--- config.mk ---
export PLATFORM = sky130hd
export DESIGN_NAME = cse_ctrl
export DESIGN_NICKNAME = d
export VERILOG_FILES = /design/src/design/cse_pkg.sv /design/src/design/cse_ctrl.sv
export SDC_FILE = /design/constraint.sdc
export NUM_CORES = 1
export LEC_CHECK = 0
export BUFFER_PORTS_ARGS = -buffer_cell sky130_fd_sc_hd__buf_2
export CAP_MARGIN = 20
export CORE_AREA = 2 2 75 77
export DETAILED_ROUTE_END_ITERATION = 12
export DIE_AREA = 0 0 77 79
export PLACE_DENSITY_LB_ADDON = 0.12
export REMOVE_ABC_BUFFERS = 1
export SYNTH_ARGS = -nofsm -noshare
export SYNTH_HDL_FRONTEND = slang
export SYNTH_SLANG_ARGS = --single-unit
--- constraint.sdc ---
create_clock -name clock -period 3.2 [get_ports clock]
set_input_delay 0 -clock clock [delete_from_list [all_inputs] [get_ports clock]]
set_output_delay 0 -clock clock [all_outputs]
set_load 0.01 [all_outputs]
--- src/design/cse_pkg.sv ---
// Shared constants, types and command codes for the cursor sequence engine.
package cse_pkg;

   localparam int DEPTH      = 32;
   localparam int WORD_WIDTH = 64;
   localparam int IDX_W      = $clog2(DEPTH);
   localparam int CNT_W      = $clog2(DEPTH + 1);
   localparam int CMD_W      = 3;
   localparam int VALUE_W    = 64;
   localparam int COUNT_W    = 6;
   localparam int RSP_W      = 72;
   localparam int REQ_W      = 64;

   localparam logic [CMD_W-1:0] CMD_START   = 3'd0;
   localparam logic [CMD_W-1:0] CMD_ADVANCE = 3'd1;
   localparam logic [CMD_W-1:0] CMD_INSERT  = 3'd2;
   localparam logic [CMD_W-1:0] CMD_ATTACH  = 3'd3;
   localparam logic [CMD_W-1:0] CMD_REMOVE  = 3'd4;

   typedef logic [WORD_WIDTH-1:0] word_type;
   typedef logic [IDX_W-1:0]      idx_type;
   typedef logic [CNT_W-1:0]      cnt_type;

   typedef enum logic [1:0] {
      CELL_HOLD,
      CELL_INSERT,
      CELL_REMOVE
   } cell_op_type;

   typedef struct packed {
      cell_op_type op;
      idx_type     pos;
      word_type    word;
   } cell_ctrl_type;

   typedef struct packed {
      cnt_type total;
      logic    cursor_on;
      logic    error;
      logic    use_new;
      idx_type rd_sel;
   } ctrl_status_type;

endpackage

--- src/design/cse_ctrl.sv ---
// Command decode, entry count and cursor registers; drives the cell chain.
module cse_ctrl (
   input  logic                     clock,
   input  logic                     reset,
   input  logic                     accept,
   input  logic [cse_pkg::CMD_W-1:0] cmd,
   input  cse_pkg::word_type        word,
   output cse_pkg::cell_ctrl_type   cell_ctrl,
   output cse_pkg::ctrl_status_type status
);

   cse_pkg::cnt_type total_ff, total_in;
   logic             on_ff, on_in;
   cse_pkg::idx_type pos_ff, pos_in;

   cse_pkg::cnt_type pos_next_cnt;
   logic             full;
   cse_pkg::cell_op_type op;
   cse_pkg::idx_type slot;
   logic             err;
   logic             use_new;
   cse_pkg::idx_type rd_sel;

   assign pos_next_cnt = cse_pkg::CNT_W'(pos_ff) + cse_pkg::CNT_W'(1);
   assign full         = (total_ff == cse_pkg::CNT_W'(cse_pkg::DEPTH));

   always_comb begin
      total_in = total_ff;
      on_in    = on_ff;
      pos_in   = pos_ff;
      op       = cse_pkg::CELL_HOLD;
      slot     = pos_ff;
      err      = 1'b0;
      use_new  = 1'b0;
      rd_sel   = pos_ff;
      case (cmd)
         cse_pkg::CMD_START: begin
            rd_sel = '0;
            if (total_ff != '0) begin
               on_in  = 1'b1;
               pos_in = '0;
            end else begin
               on_in = 1'b0;
            end
         end
         cse_pkg::CMD_ADVANCE: begin
            rd_sel = pos_next_cnt[cse_pkg::IDX_W-1:0];
            if (!on_ff) begin
               err = 1'b1;
            end else if (pos_next_cnt < total_ff) begin
               pos_in = pos_next_cnt[cse_pkg::IDX_W-1:0];
            end else begin
               on_in = 1'b0;
            end
         end
         cse_pkg::CMD_INSERT, cse_pkg::CMD_ATTACH: begin
            if (full) begin
               err = 1'b1;
            end else begin
               if (cmd == cse_pkg::CMD_INSERT) begin
                  slot = on_ff ? pos_ff : '0;
               end else begin
                  slot = on_ff ? pos_next_cnt[cse_pkg::IDX_W-1:0]
                               : total_ff[cse_pkg::IDX_W-1:0];
               end
               op       = cse_pkg::CELL_INSERT;
               total_in = total_ff + cse_pkg::CNT_W'(1);
               pos_in   = slot;
               on_in    = 1'b1;
               use_new  = 1'b1;
            end
         end
         cse_pkg::CMD_REMOVE: begin
            rd_sel = pos_next_cnt[cse_pkg::IDX_W-1:0];
            if (!on_ff || total_ff == '0) begin
               err = 1'b1;
            end else begin
               op       = cse_pkg::CELL_REMOVE;
               total_in = total_ff - cse_pkg::CNT_W'(1);
               if (pos_next_cnt >= total_ff) begin
                  on_in = 1'b0;
               end
            end
         end
         default: begin
            rd_sel = pos_ff;
         end
      endcase
   end

   always_ff @(posedge clock) begin
      if (reset) begin
         total_ff <= '0;
         on_ff    <= 1'b0;
         pos_ff   <= '0;
      end else if (accept) begin
         total_ff <= total_in;
         on_ff    <= on_in;
         pos_ff   <= pos_in;
      end
   end

   assign cell_ctrl.op   = accept ? op : cse_pkg::CELL_HOLD;
   assign cell_ctrl.pos  = slot;
   assign cell_ctrl.word = word;

   assign status.total     = total_in;
   assign status.cursor_on = on_in;
   assign status.error     = err;
   assign status.use_new   = use_new;
   assign status.rd_sel    = rd_sel;

endmodule

; ---- After elaboration in Yosys (flattened, before gate mapping)
; Cells that the tools add are included.
[op_classes]
n_mux = 30
n_lt_le_gt_ge = 2
addsub = 3
n_reduce_logical = 9
eq_ne = 8
[ops]
columns = cell, n
row1 = $mux 5, 8
row2 = $pmux 5 s3, 1
row3 = $mux 1, 12
row4 = $mux 6, 2
row5 = $pmux 6 s2, 1
row6 = $pmux 5 s2, 1
row7 = $add 5x1->6 const B, 1
row8 = $add 6x1->6 const B, 1
row9 = $eq 3x2->1 const B, 2
row10 = $eq 6x6->1 const B, 1
row11 = $ge 6x6->1, 1
row12 = $logic_not 6->1, 1
row13 = $lt 6x6->1, 1
row14 = $ne 2x2->1 const B, 3
row15 = $reduce_bool 6->1, 1
row16 = $sub 6x1->6 const B, 1
row17 = $reduce_and 5->1, 1
row18 = $mux 2, 2
row19 = $pmux 1 s4, 1
row20 = $pmux 2 s2, 1
row21 = $reduce_or 2->1, 2
row22 = $eq 3x1->1 const B, 1
row23 = $eq 3x3->1 const B, 1
row24 = $logic_not 3->1, 1
row25 = other kinds (4), 4
[word_totals]
register_bits = 12
input_bits = 70
word_cells = 55

; ---- Logic depth before layout (Yosys ltp)
[depth]
word_depth = 5
depth_mapped = 11

; ---- Worst setup path after synthesis
; No wires, ideal clock.
[synth_path]
path_kind = flip-flop to flip-flop
start = reg pos_ff[0]
end = reg on_ff
path_stages_with_launch = 11
t_required_ps = 3104
setup_slack_ps = 689
path_buffers = 1
arrival_ps = 2416
setup_ps = 96
cell_sequence = dfxtp_1 > ha_1 > clkbuf_1 > nand3_1 > xnor2_1 > ha_1 > nand4_1 > o21ai_0 > a2111oi_0 > nor4_1 > a221oi_1
[synth_via]
elab_chain_cells = 5
[synth_lines]
columns = item, line
row1 = "start, declared", cse_ctrl.sv:14  ; cse_pkg::idx_type pos_ff, pos_in;
row2 = "start signal, assigned", cse_ctrl.sv:99  ; pos_ff <= pos_in;
row3 = $add 5x1->6 (*), cse_ctrl.sv:24  ; assign pos_next_cnt = cse_pkg::CNT_W'(pos_ff) + cse_pkg::CNT_W'(1);
row4 = $ge 6x6->1 or $lt 6x6->1 (tied branches), "cse_ctrl.sv:80, cse_ctrl.sv:50"
row5 = "$mux 1, on equally long branches", "cse_ctrl.sv:80, cse_ctrl.sv:50"
row6 = "$mux 1, on equally long branches", "cse_ctrl.sv:75, cse_ctrl.sv:48"
row7 = $pmux 1 s4 (*), cse_ctrl.sv:36  ; case (cmd)
row8 = "end signal, assigned", cse_ctrl.sv:98  ; on_ff <= on_in;
row9 = "end, declared", cse_ctrl.sv:13  ; logic on_ff, on_in;
; Every way passes the cells marked *; elsewhere a longest branch is shown, timed or not.
; A chain may end at the register's enable or synchronous reset.

==> impl_metrics.yaml <==
layout:
  nFillCells: 636
  diodes: 0
  area_growth_pct: -12.2
  layout-drive-gt1-share_pct: 20.5
  nets: 335
  stdcell_area_sq_um: 1870
global_routing:
  grt_usage_pct: 35.0
  antenna_found_initial: 0
  grt_pass1_vias: 1896
  grt_max_degree: 19
  gr-total-overflow: 0
  grt_pass1_wl_um: 15000
timing:
  worstMarginPinSlew_ns: 0.825
  finClkSkew_ns: 0.00742
  post-route-min-period_ns: 2.91
  timing_hold_violations_final: 0
  setup_ws_ns: 0.288
  rsz0062_at_grt: "no"
  relSlewSlack_pct: 44.2
  setup-tns-final_ns: 0
  post-route-period-util_pct: 91.0
  maxSlewViolCount: 0
  setup_viol: 0
  holdWs_ns: 0.000187
  fmax_mhz: 343
routing:
  ant_nets: 0
  via_per_inst: 6.18
  wl_per_cell_um: 32.5
  drtPass1Iterations: 4
  wirelength_um: 10600
  drcViolationCount: 0
  vias: 2015
  drtIter0Drc: 164
worst_setup_path:
  worstPathArrival_ns: 2.91
  critPathTopFamily: "adder cells"
  crit_chain: "ha_2 -> nand3_1 -> xnor2_1 -> ha_1 -> nand4_1 -> o21ai_0 -> a2111oi_0 -> nor4_1 -> nor2_1 -> buf_2"
  end_kind: "output port"
  cp_slowest_cell: "dfxtp_1"
  cp_data_required_time_ns: 3.20
  setup.worst_path.start_class: "register"
  cpPeakStageDelay_ns: 0.51
  cp_max_fo: 9
  path_class: "register to output port"
  cp_num_buf_inv: 1
clocking:
  htreeDepth: 1
  numCtsBuffers: 3
  clk_path_buf_depth: 2
  cts_tree: "yes"
  cts-resized-gates: 0
  clockRootBuffer: "clkbuf_8"
  ctsHoldBuffers: 0
  clk_pin_slew_worst_paths_ns: 0.06
  clk_latency_ns: 0.25
  cts_setup_buffers: 0
  cts.sinks: 12
synth:
  netlist_area_sq_um: 2130
  ys_async_sr_fraction_pct: 0
  ys_types: 61
  synth-main-ff-cell: "dfxtp_1"
  synth-edff-count: 0
  yosysWarnings: 0
  syn_area_per_cell_sq_um: 7.07
  postSynthCellCount: 301
  ys_ff_latch: 12
  synth-seq-area-share_pct: 11.3
job:
  drv_cap: 0
pwr:
  cellPowerDensity_nw_per_um2: 249
  max-vdd-ir-drop_mv: 0.128
  power_uw: 465
  power_leakage_uw: 0.000743
floorplanning:
  core-area_sq_um: 5340
  dieArea_sq_um: 6080
  die_x_um: 77
  io_pins: 155
  start_util_pct: 39.9
  rows: 27
  die_y_um: 79
worst_hold_path:
  hold_path.class: "input port to output port"
placed_design:
  dp_slack_ns: 0.409
  numPortBuffers: 26
  gp_congestion: 0.985
  post_dp_cell_area_sq_um: 1830
  dp_hpwl_um: 9010
status:
  status: "complete, no violations"
-- stage by stage --
stage | utilization [%] | instances
floorplan | - | 217
global placement | 34.2 | 323
detailed placement | 34.2 | 323
CTS | 35.0 | 326
global route | 35.0 | 326
finish | 35.0 | 326
-- worst paths after layout --
| kind | startpoint | endpoint | slack, ns | cells past startpoint |
|---|---|---|---|---|
| setup / recovery | pos_ff[0] | status[7] | 0.29 | 10 |
| hold / removal | word[32] | cell_ctrl[32] | 0.0002 | 0 |
| hold reg to reg | pos_ff[1] | pos_ff[1] | 0.59 | 1 |
| setup reg to reg | pos_ff[0] | on_ff | 0.41 | 9 |
-- area by class of cell --
cell class                      instances  area, sq um  area share (%)
Timing Repair Buffer                   34          190            10.2
Inverter                               13         48.8            2.61
Sequential cell                        12          240            12.8
Clock buffer                            3         41.3            2.21
Multi-Input combinational cell        192         1260            67.4
Tap cell                               72         90.1            4.82
-- per-layer routing --
layer / GRT usage [%] / share of wire, % / vias up
met5: 3.64 / 0 / -
met4: 21.3 / 6.7 / 0
met3: 32.5 / 22 / 26
met2: 51.2 / 41 / 165
met1: 31.6 / 31 / 920
li1: - / - / 904
-- worst reg2reg max path, stage by stage (launching register included) --
cell and delay (ns):
dfxtp_1 0.51, ha_2 0.35, nand3_1 0.21, xnor2_1 0.24, ha_1 0.29, nand4_1 0.12
o21ai_0 0.10, a2111oi_0 0.47, nor4_1 0.12, a221oi_1 0.30
-- kinds of logic after synthesis --
group / Yosys count / synth area share [%]
AOI/OAI and AO/OA: 84 / 28.0
DFF: 12 / 11.3
adders and majority gates: 9 / 5.29
buffers and inverters: 97 / 29.7
muxes: 2 / 0.999
xor gates and xnor gates: 8 / 3.29
and+or+nand+nor: 89 / 21.4
-- registers in the layout, indices dropped and copies added (netlist names) --
name	cells
pos_ff	5
on_ff	1
total_ff	6
-- cell usage in the layout (no fill, tap or decap), types with 10 or more instances in the layout --
| cell | n |
|---|---|
| o21ai_0 | 18 |
| inv_1 | 10 |
| a21oi_1 | 23 |
| dfxtp_1 | 12 |
| buf_2 | 26 |
| nor2_1 | 19 |
| nand2_1 | 26 |
-- Yosys cell counts (all sizes together) (2+ instances only) --
master / count / area share [%]
nand4: 2 / 0.59
clkbuf: 13 / 2.3
a311oi: 4 / 1.6
a2111oi: 3 / 1.8
a21oi: 23 / 5.4
o211a: 2 / 0.94
nor2b: 2 / 0.71
buf: 71 / 25
o21a: 5 / 1.8
o2bb2ai: 4 / 1.6
nand3: 8 / 1.9
a221o: 2 / 0.94
xnor2: 7 / 2.9
dfxtp: 12 / 11
and3: 3 / 0.88
ha: 9 / 5.3
o21ai: 20 / 5.2
nor3: 8 / 1.9
nand2: 26 / 4.6
nor4: 3 / 0.88
o31ai: 2 / 0.94
and2: 2 / 0.71
nand2b: 4 / 1.2
clkinv: 2 / 0.35
nor2: 19 / 3.3
o211ai: 3 / 1.7
nor4b: 2 / 0.82
nor3b: 2 / 0.94
a211oi: 3 / 1.1
or3: 4 / 1.2
a31o: 2 / 0.82
a22o: 2 / 0.82
inv: 11 / 1.9
-- power breakdown --
part / internal [uW] / total (uW) / switching [uW]
logic: 55.4 / 154 / 98.9
registers: 154 / 161 / 7.75
clock network: 83.5 / 150 / 66.3
total: 292 / 465 / 173
Power figures use the tool's default switching activity.
