File: config.mk
export PLATFORM = sky130hd
export DESIGN_NAME = cse_cell
export DESIGN_NICKNAME = d
export VERILOG_FILES = /design/src/design/cse_pkg.sv /design/src/design/cse_cell.sv
export SDC_FILE = /design/constraint.sdc
export NUM_CORES = 1
export LEC_CHECK = 0
export ABC_CLOCK_PERIOD_IN_PS = 11100
export BUFFER_PORTS_ARGS = -buffer_cell sky130_fd_sc_hd__buf_2
export CAP_MARGIN = 20
export CORE_AREA = 2 2 104 106
export CTS_CLUSTER_SIZE = 10
export DETAILED_ROUTE_END_ITERATION = 6
export DIE_AREA = 0 0 106 108
export HOLD_SLACK_MARGIN = 0.12
export PLACE_DENSITY = 0.76
export SLEW_MARGIN = 25
export SYNTH_ARGS = -nofsm -noshare
export SYNTH_HDL_FRONTEND = slang
export SYNTH_SLANG_ARGS = --single-unit
File: constraint.sdc
create_clock -name clock -period 11.1 [get_ports clock]
set_clock_uncertainty 0.15 [all_clocks]
set_input_delay 1.665 -clock clock [delete_from_list [all_inputs] [get_ports clock]]
set_output_delay 1.665 -clock clock [all_outputs]
set_load 0.02 [all_outputs]
File: src/design/cse_pkg.sv
// Shared constants, types and command codes for the cursor sequence engine.
package cse_pkg;

   localparam int DEPTH      = 32;
   localparam int WORD_WIDTH = 64;
   localparam int IDX_W      = $clog2(DEPTH);
   localparam int CNT_W      = $clog2(DEPTH + 1);
   localparam int CMD_W      = 3;
   localparam int VALUE_W    = 64;
   localparam int COUNT_W    = 6;
   localparam int RSP_W      = 72;
   localparam int REQ_W      = 64;

   localparam logic [CMD_W-1:0] CMD_START   = 3'd0;
   localparam logic [CMD_W-1:0] CMD_ADVANCE = 3'd1;
   localparam logic [CMD_W-1:0] CMD_INSERT  = 3'd2;
   localparam logic [CMD_W-1:0] CMD_ATTACH  = 3'd3;
   localparam logic [CMD_W-1:0] CMD_REMOVE  = 3'd4;

   typedef logic [WORD_WIDTH-1:0] word_type;
   typedef logic [IDX_W-1:0]      idx_type;
   typedef logic [CNT_W-1:0]      cnt_type;

   typedef enum logic [1:0] {
      CELL_HOLD,
      CELL_INSERT,
      CELL_REMOVE
   } cell_op_type;

   typedef struct packed {
      cell_op_type op;
      idx_type     pos;
      word_type    word;
   } cell_ctrl_type;

   typedef struct packed {
      cnt_type total;
      logic    cursor_on;
      logic    error;
      logic    use_new;
      idx_type rd_sel;
   } ctrl_status_type;

endpackage

File: src/design/cse_cell.sv
// One storage cell of the entry chain: holds a word, shifts from a neighbor.
module cse_cell (
   input  logic                   clock,
   input  cse_pkg::idx_type       cell_index,
   input  cse_pkg::cell_ctrl_type ctrl,
   input  cse_pkg::word_type      left_word,
   input  cse_pkg::word_type      right_word,
   output cse_pkg::word_type      word
);

   cse_pkg::word_type word_ff;
   cse_pkg::word_type word_in;

   always_comb begin
      word_in = word_ff;
      case (ctrl.op)
         cse_pkg::CELL_INSERT: begin
            if (cell_index > ctrl.pos) begin
               word_in = left_word;
            end else if (cell_index == ctrl.pos) begin
               word_in = ctrl.word;
            end
         end
         cse_pkg::CELL_REMOVE: begin
            if (cell_index >= ctrl.pos) begin
               word_in = right_word;
            end
         end
         default: begin
            word_in = word_ff;
         end
      endcase
   end

   always_ff @(posedge clock) begin
      word_ff <= word_in;
   end

   assign word = word_ff;

endmodule

* Word-level counts from Yosys, hierarchy flattened *
Index checks and enable logic that the tools add are counted.

storage, ports and cells
  register bits after elaboration = 64
  input bits = 205

cells by class
  order comparisons = 2
  eq/ne operators = 5
  muxes and demuxes = 4
  reductions and logical operators = 2

operator list
  cell                                                              count
  64-bit 2-to-1 mux                                                 3
  64-bit case mux with 2 select lines                               1
  5-bit == test                                                     1
  5-bit greater-or-equal comparator                                 1
  5-bit greater-than comparator                                     1
  3-bit != test (second input constant)                             1
  3-bit AND reduction                                               1
  2-bit by 1-bit == test with 1-bit output (second input constant)  1
  2-bit == test (second input constant)                             1
  2-bit != test (second input constant)                             1
  2-bit nonzero test                                                1

* Logic depth before layout (Yosys ltp) *
Gate-level depths: netlist (run 1).

  word-level depth = 4
  gate-level depth with buffers = 8
  depth with buffers taken out = 6

* Least setup slack after synthesis (run 1) *
No wires, ideal clock.

  kind = input port to flip-flop
  start = input port cell_index[0]
  end = register word_ff[0], in the netlist word[0] (enable)
  setup time = 0.507 ns
  data arrival time = 5.670 ns
  data required time = 10.443 ns
  setup slack = 4.772 ns
  stages on the path = 8
  buffers on the path = 2
  cells stage by stage = inv_1 > ha_1 > inv_1 > buf_2 > buf_2 > a21oi_1 > nor2_1 > a21oi_1

between the ends
  longest elaborated chain between the ends = 3
  elaborated cells on any way between the ends = 6
  classes of those cells = 2 x order compare; 3 x eq/ne; 1 x reduce/logical

ends and longest elaborated chain
  item                                                             line            RTL
  start: declaration                                               cse_cell.sv:4   input cse_pkg::idx_type cell_index,
  5-bit greater-than comparator (tied with other cells)            cse_cell.sv:18  if (cell_index > ctrl.pos) begin
  3-bit != test (no line) / 2-bit != test (equally long branches)  --
  3-bit AND reduction (no line) *                                  --
  end signal: assignment                                           cse_cell.sv:36  word_ff <= word_in;
  end: declaration                                                 cse_cell.sv:11  cse_pkg::word_type word_ff;

Every way passes the cells marked *; elsewhere a longest branch is shown, timed or not.
A chain may end at the register's enable or synchronous reset.

* Worst setup path after layout (run 1) *
  start = input port cell_index[0]
  end = register word_ff[24], in the netlist word[24] (enable)

The elaborated chain is that of the path after synthesis.

==> flow_summary.toml, run 1 <==
[status]
outcome = "complete, no violations"

[sta]
period_minus_slack_ns = 4.28
slew_headroom_pct = 36.3
fin_tns_setup_ns = 0
worst_slack_ns = 6.82
fmax_mhz = 234
rsz0062_at_grt = "false"
final-setup-viol-count = 0
hold_violations = 0
worstMarginPinSlew_ns = 0.954
slew_viol_final = 0
post-route-period-util_pct = 38.6

[synthesis]
synth_cells = 387
yosysWarnings = 0
ys_seq_area_share_pct = 47.3
syn_nets = 597
ys_ff_latch = 64
syn_area_sq_um = 4070
synth_area_per_cell_sq_um = 10.5
ys_types = 22

[floorplan]
die-area_sq_um = 11400
die-height_um = 108
initial_utilization_pct = 39.7
pin_count = 269
rows = 37
core_sq_um = 10200
die_x_um = 106

[clock_tree]
cts_tree = "yes"
post_cts_resized = 0
cts_hold_repair.buffers = 0
cts_buffers = 9
cts_sinks = 64
htree_num_levels = 3
cts.clk_slew.worst_paths_ns = 0.07
root_buffer = "clkbuf_8"
post_cts_buffers = 0
clk_path_buf_depth = 2

[global_routing]
grt_pass1_wl_um = 20000
grt_usage_pct = 22.0
grt_pass1_vias = 4065
overflow = 0
grt_antenna_before_repair = 1
grt_max_degree = 68

[pwr]
powerDensity_nw_per_um2 = 134
cellLeakagePower_nw = 2.34
comb_power_share_pct = 32.3
p_sw_uw = 234
pwr-share-clk_pct = 25.0
p_int_uw = 505
peakVddDrop_uv = 76.9
p_seq_share_pct = 42.7
p_sw_share_pct = 31.7

[finish]
drive_gt1_share_pct = 46.9
areaGrowthSynthToFinish_pct = 36.2
largest_reg_flops = 64
final_cell_mix = "268 x buf_2, 67 x a21oi_1, 65 x nor2_1, 64 x o22ai_1, 64 x edfxtp_1"
final_common_cell = "buf_2"
nNetsFinal = 839

[placed_design]
dpl.hpwl_um = 9260
io_buffers = 268
gp_congestion = 0.859
pre_cts_slack_ns = 6.84

[worst_setup_path]
crit_arrival_ns = 4.08
crit_type = "in -> reg"
crit_path_end_kind = "flip-flop"
worstPathRequired_ns = 10.90
critPathLaunchType = "input pin"
worst-path-max-fanout = 66

[hold_path]
hp-class = "in -> reg"
worstHoldPathCells = 2

[drt]
vias_per_cell = 5.71
drtIter0Drc = 274
drc_errors = 0
drtAntennaViolNets = 0
dr_total_vias = 4393
wl_per_cell_um = 17.1
wl_um = 13200
first_pass_iters = 5

[job]
maxCapViolCount = 0
## worst max-delay path, stage by stage
cell	delay (ns)
buf_2	0.08
inv_1	0.03
ha_1	0.30
clkinv_2	0.73
a21oi_1	0.38
nor2_1	0.10
a21oi_4	0.11
buf_4	0.65
## Yosys cell counts (all sizes together)
master / n / area, sq um
nand4: 1 / 6.26
edfxtp: 64 / 1920
o211ai: 1 / 21.3
or2: 2 / 12.5
nand2b: 2 / 15.0
inv: 6 / 22.5
nand2: 1 / 3.75
o22ai: 64 / 400
o221a: 64 / 721
o21ai: 2 / 13.8
nor2b: 1 / 6.26
nor2: 65 / 244
clkbuf: 13 / 48.8
a21oi: 68 / 340
buf: 28 / 226
ha: 5 / 62.6
## per-layer routing
metal  part of all wire, %  global-route usage (%)
met5                     0                       0
met3                   9.0                    4.82
met2                    50                    38.1
met4                   2.3                    8.08
met1                    39                    27.1
## cells by family (layout without fill, tap and decap cells)
family	after synthesis	count (layout)	share of synthesized area (%)
AND/OR/NAND/NOR	72	72	7.08
buffers and inverters	47	293	7.32
adder cells (fa/ha/maj)	5	5	1.54
flip-flops	64	64	47.3
AO/OA/AOI/OAI	199	199	36.8
other	0	1	0
## layout make-up
type                    count  area (sq um)
fillers                   951          4690
flip-flops and latches     64          1920
diodes                      1          2.50
clock buffers              10           128
multi-input cells         276          1870
clock inverters             5          48.8
inverters                   6          23.8
well taps                 136           170
repair buffers            272          1370
## per-stage QoR
stage	power [mW]	utilization, %	hold slack, ns	area [sq um]	instances
after global routing	0.778	54.1	1.52	5540	770
after floorplan	0.477	-	1.77	4070	387
final	0.740	54.1	1.54	5540	770
after detailed placement	0.559	52.4	1.87	5360	754
after CTS	0.743	54.1	1.52	5530	769
after global placement	0.552	52.3	1.87	5350	754
## power by group through the flow
stage          clock network [mW]  registers (mW)  logic [mW]
2_1_floorplan                   0           0.362       0.115
3_3_place_gp                    0           0.321       0.231
3_5_place_dp                    0           0.321       0.237
4_1_cts                     0.190           0.316       0.237
5_1_grt                     0.202           0.318       0.257
6_report                    0.185           0.316       0.239
## worst paths after layout
kind | end | slack (ns) | from
worst max-delay path | word[24] | 6.82 | cell_index[0]
worst min-delay path | word[51] | 1.54 | left_word[51]
No activity file was read; power rests on OpenSTA's default activity.
==> run 2, diff against run 1 <==
- ABC_AREA: default -> 1
- ABC_CLOCK_PERIOD_IN_PS: 11100 -> 4300
- CORE_AREA: 2 2 104 106 -> default
- CORE_ASPECT_RATIO: default -> 1.75
- CORE_UTILIZATION: default -> 40
- DIE_AREA: 0 0 106 108 -> default
- PLACE_DENSITY: 0.76 -> 0.75
- clock period: 11.1 -> 4.3 ns (I/O delays scaled with it)
==> flow_summary.toml, run 2 <==
[pwr]
cellLeakagePower_nw = 3.50
peakVddDrop_uv = 200
powerDensity_nw_per_um2 = 373
p_total_mw = 2.25

[global_routing]
grt_max_degree = 65
overflow = 0
grt_pass1_vias = 4431
grt_pass1_wl_um = 20000
grt_usage_pct = 23.2
grt_antenna_before_repair = 2

[sta]
slew_viol_final = 0
hold_violations = 0
post-route-period-util_pct = 65.3
final-setup-viol-count = 0
period_minus_slack_ns = 2.81
rsz0062_at_grt = "false"
slew_headroom_pct = 52.3
fmax_mhz = 356
fin_tns_setup_ns = 0
worstMarginPinSlew_ns = 0.716

[clock_tree]
htree_num_levels = 3
cts_sinks = 64
cts_tree = "yes"
clk_path_buf_depth = 2
post_cts_resized = 0
cts.clk_slew.worst_paths_ns = 0.06
cts_hold_repair.buffers = 0
post_cts_buffers = 0
cts_buffers = 9
root_buffer = "clkbuf_16"

[synthesis]
synthSimpleGateAreaFrac_pct = 36.4
syn_nets = 786
ys_seq_area_share_pct = 43.9
syn_area_sq_um = 4380
synthXorXnorAreaFrac_pct = 0
synth_area_leaders = "edfxtp_1 44%, nand2_1 17%, inv_1 12%, nand3_1 11%, nand3_2 6.9%"
synth.most_common_cell = "nand2_1"
ys_top_cells_by_count = "197 x nand2_1, 138 x inv_1, 98 x nand3_1"
synth_cells = 576
yosysWarnings = 0
synth_area_per_cell_sq_um = 7.60
yosysTopAreaCellShare_pct = 43.9
synthArstFlopShare_pct = 0
synth_compound_gate_area_share_pct = 0.343
ys_types = 17
ys_ff_latch = 64
ys.flop_type = "edfxtp_1"
synth-edff-count = 64
muxShareOfSynthArea_pct = 0
synth_top_area_cell = "edfxtp_1"
synth_top_family_by_area = "simple AND/OR/NAND/NOR gates"
synthAdderAreaFrac_pct = 1.43

[worst_setup_path]
crit_arrival_ns = 2.73
crit_type = "in -> reg"
worstPathRequired_ns = 4.22
worst-path-max-fanout = 64
critPathLaunchType = "input pin"
crit_path_end_kind = "flip-flop"

[floorplan]
die_x_um = 81.1
die-height_um = 140
die-area_sq_um = 11400
core_sq_um = 10700
pin_count = 269
rows = 50
initial_utilization_pct = 40.9

[drt]
drtIter0Drc = 198
wl_um = 13100
vias_per_cell = 4.74
dr_total_vias = 4565
first_pass_iters = 4
wl_per_cell_um = 13.6
drtAntennaViolNets = 0
drc_errors = 0

[placed_design]
dpl.hpwl_um = 9280
gp_congestion = 0.858
postPlaceCellArea_sq_um = 5690
io_buffers = 268

[finish]
nNetsFinal = 1036
final_cell_mix = "268 x buf_2, 197 x nand2_1, 137 x inv_1, 98 x nand3_1, 64 x edfxtp_1"
stdcell_area_sq_um = 6030
largest_reg_flops = 64
final_common_cell = "buf_2"
drive_gt1_share_pct = 39.2
areaGrowthSynthToFinish_pct = 37.8

[job]
maxCapViolCount = 0

[hold_path]
hp-class = "in -> reg"

[status]
outcome = "complete, no violations"
-- run 2: metrics by stage --
step,hold WS (ns),util [%],cells,setup slack (ns)
5_1_grt,0.435,56.4,963,1.31
2_1_floorplan,0.681,-,576,0.411
4_1_cts,0.421,56.3,961,1.50
6_report,0.439,56.4,963,1.49
3_5_place_dp,0.768,53.2,945,1.16
3_3_place_gp,0.764,53.2,945,1.18
-- run 2: worst paths after layout --
kind / startpoint / to / slack [ns] / depth (start not counted)
worst max-delay path: cell_index[4] / word[33] / 1.49 / 8
worst min-delay path: right_word[14] / word[14] / 0.44 / 3
-- run 2: power breakdown --
group / switching (mW) / internal, mW
registers: 0.0190 / 0.798
logic: 0.382 / 0.215
clock network: 0.267 / 0.567
total: 0.668 / 1.58
-- run 2: critical path: stages --
cell	delay, ns
buf_2	0.10
ha_1	0.32
a21oi_1	0.23
nand3_4	0.40
nand2_4	0.70
nand2_1	0.14
nand3_1	0.11
nand2_1	0.06
-- run 2: kinds of logic (layout without fill, tap and decap cells) --
| kind of cell | Yosys count | count (layout) |
|---|---|---|
| other | 0 | 2 |
| adder cells (fa/ha/maj) | 5 | 5 |
| AO/OA/AOI/OAI | 3 | 3 |
| buffers and inverters | 172 | 427 |
| AND/OR/NAND/NOR | 332 | 332 |
| flip-flops | 64 | 64 |
-- run 2: area by class of cell --
class	count	area, sq um
tap	130	163
clock buffer	11	233
multi-input combinational	340	1690
fill	1034	4670
timing repair buffer	273	1390
antenna	2	5.00
clock inverter	5	105
inverter	138	518
sequential	64	1920
-- run 2: routing by layer --
layer / share of wire (%) / global-route usage [%] / wire [um]
met1: 38 / 24.4 / 4920
met2: 51 / 41.5 / 6710
met3: 7.0 / 5.15 / 915
met4: 4.2 / 12.2 / 553
met5: 0 / 0 / 0
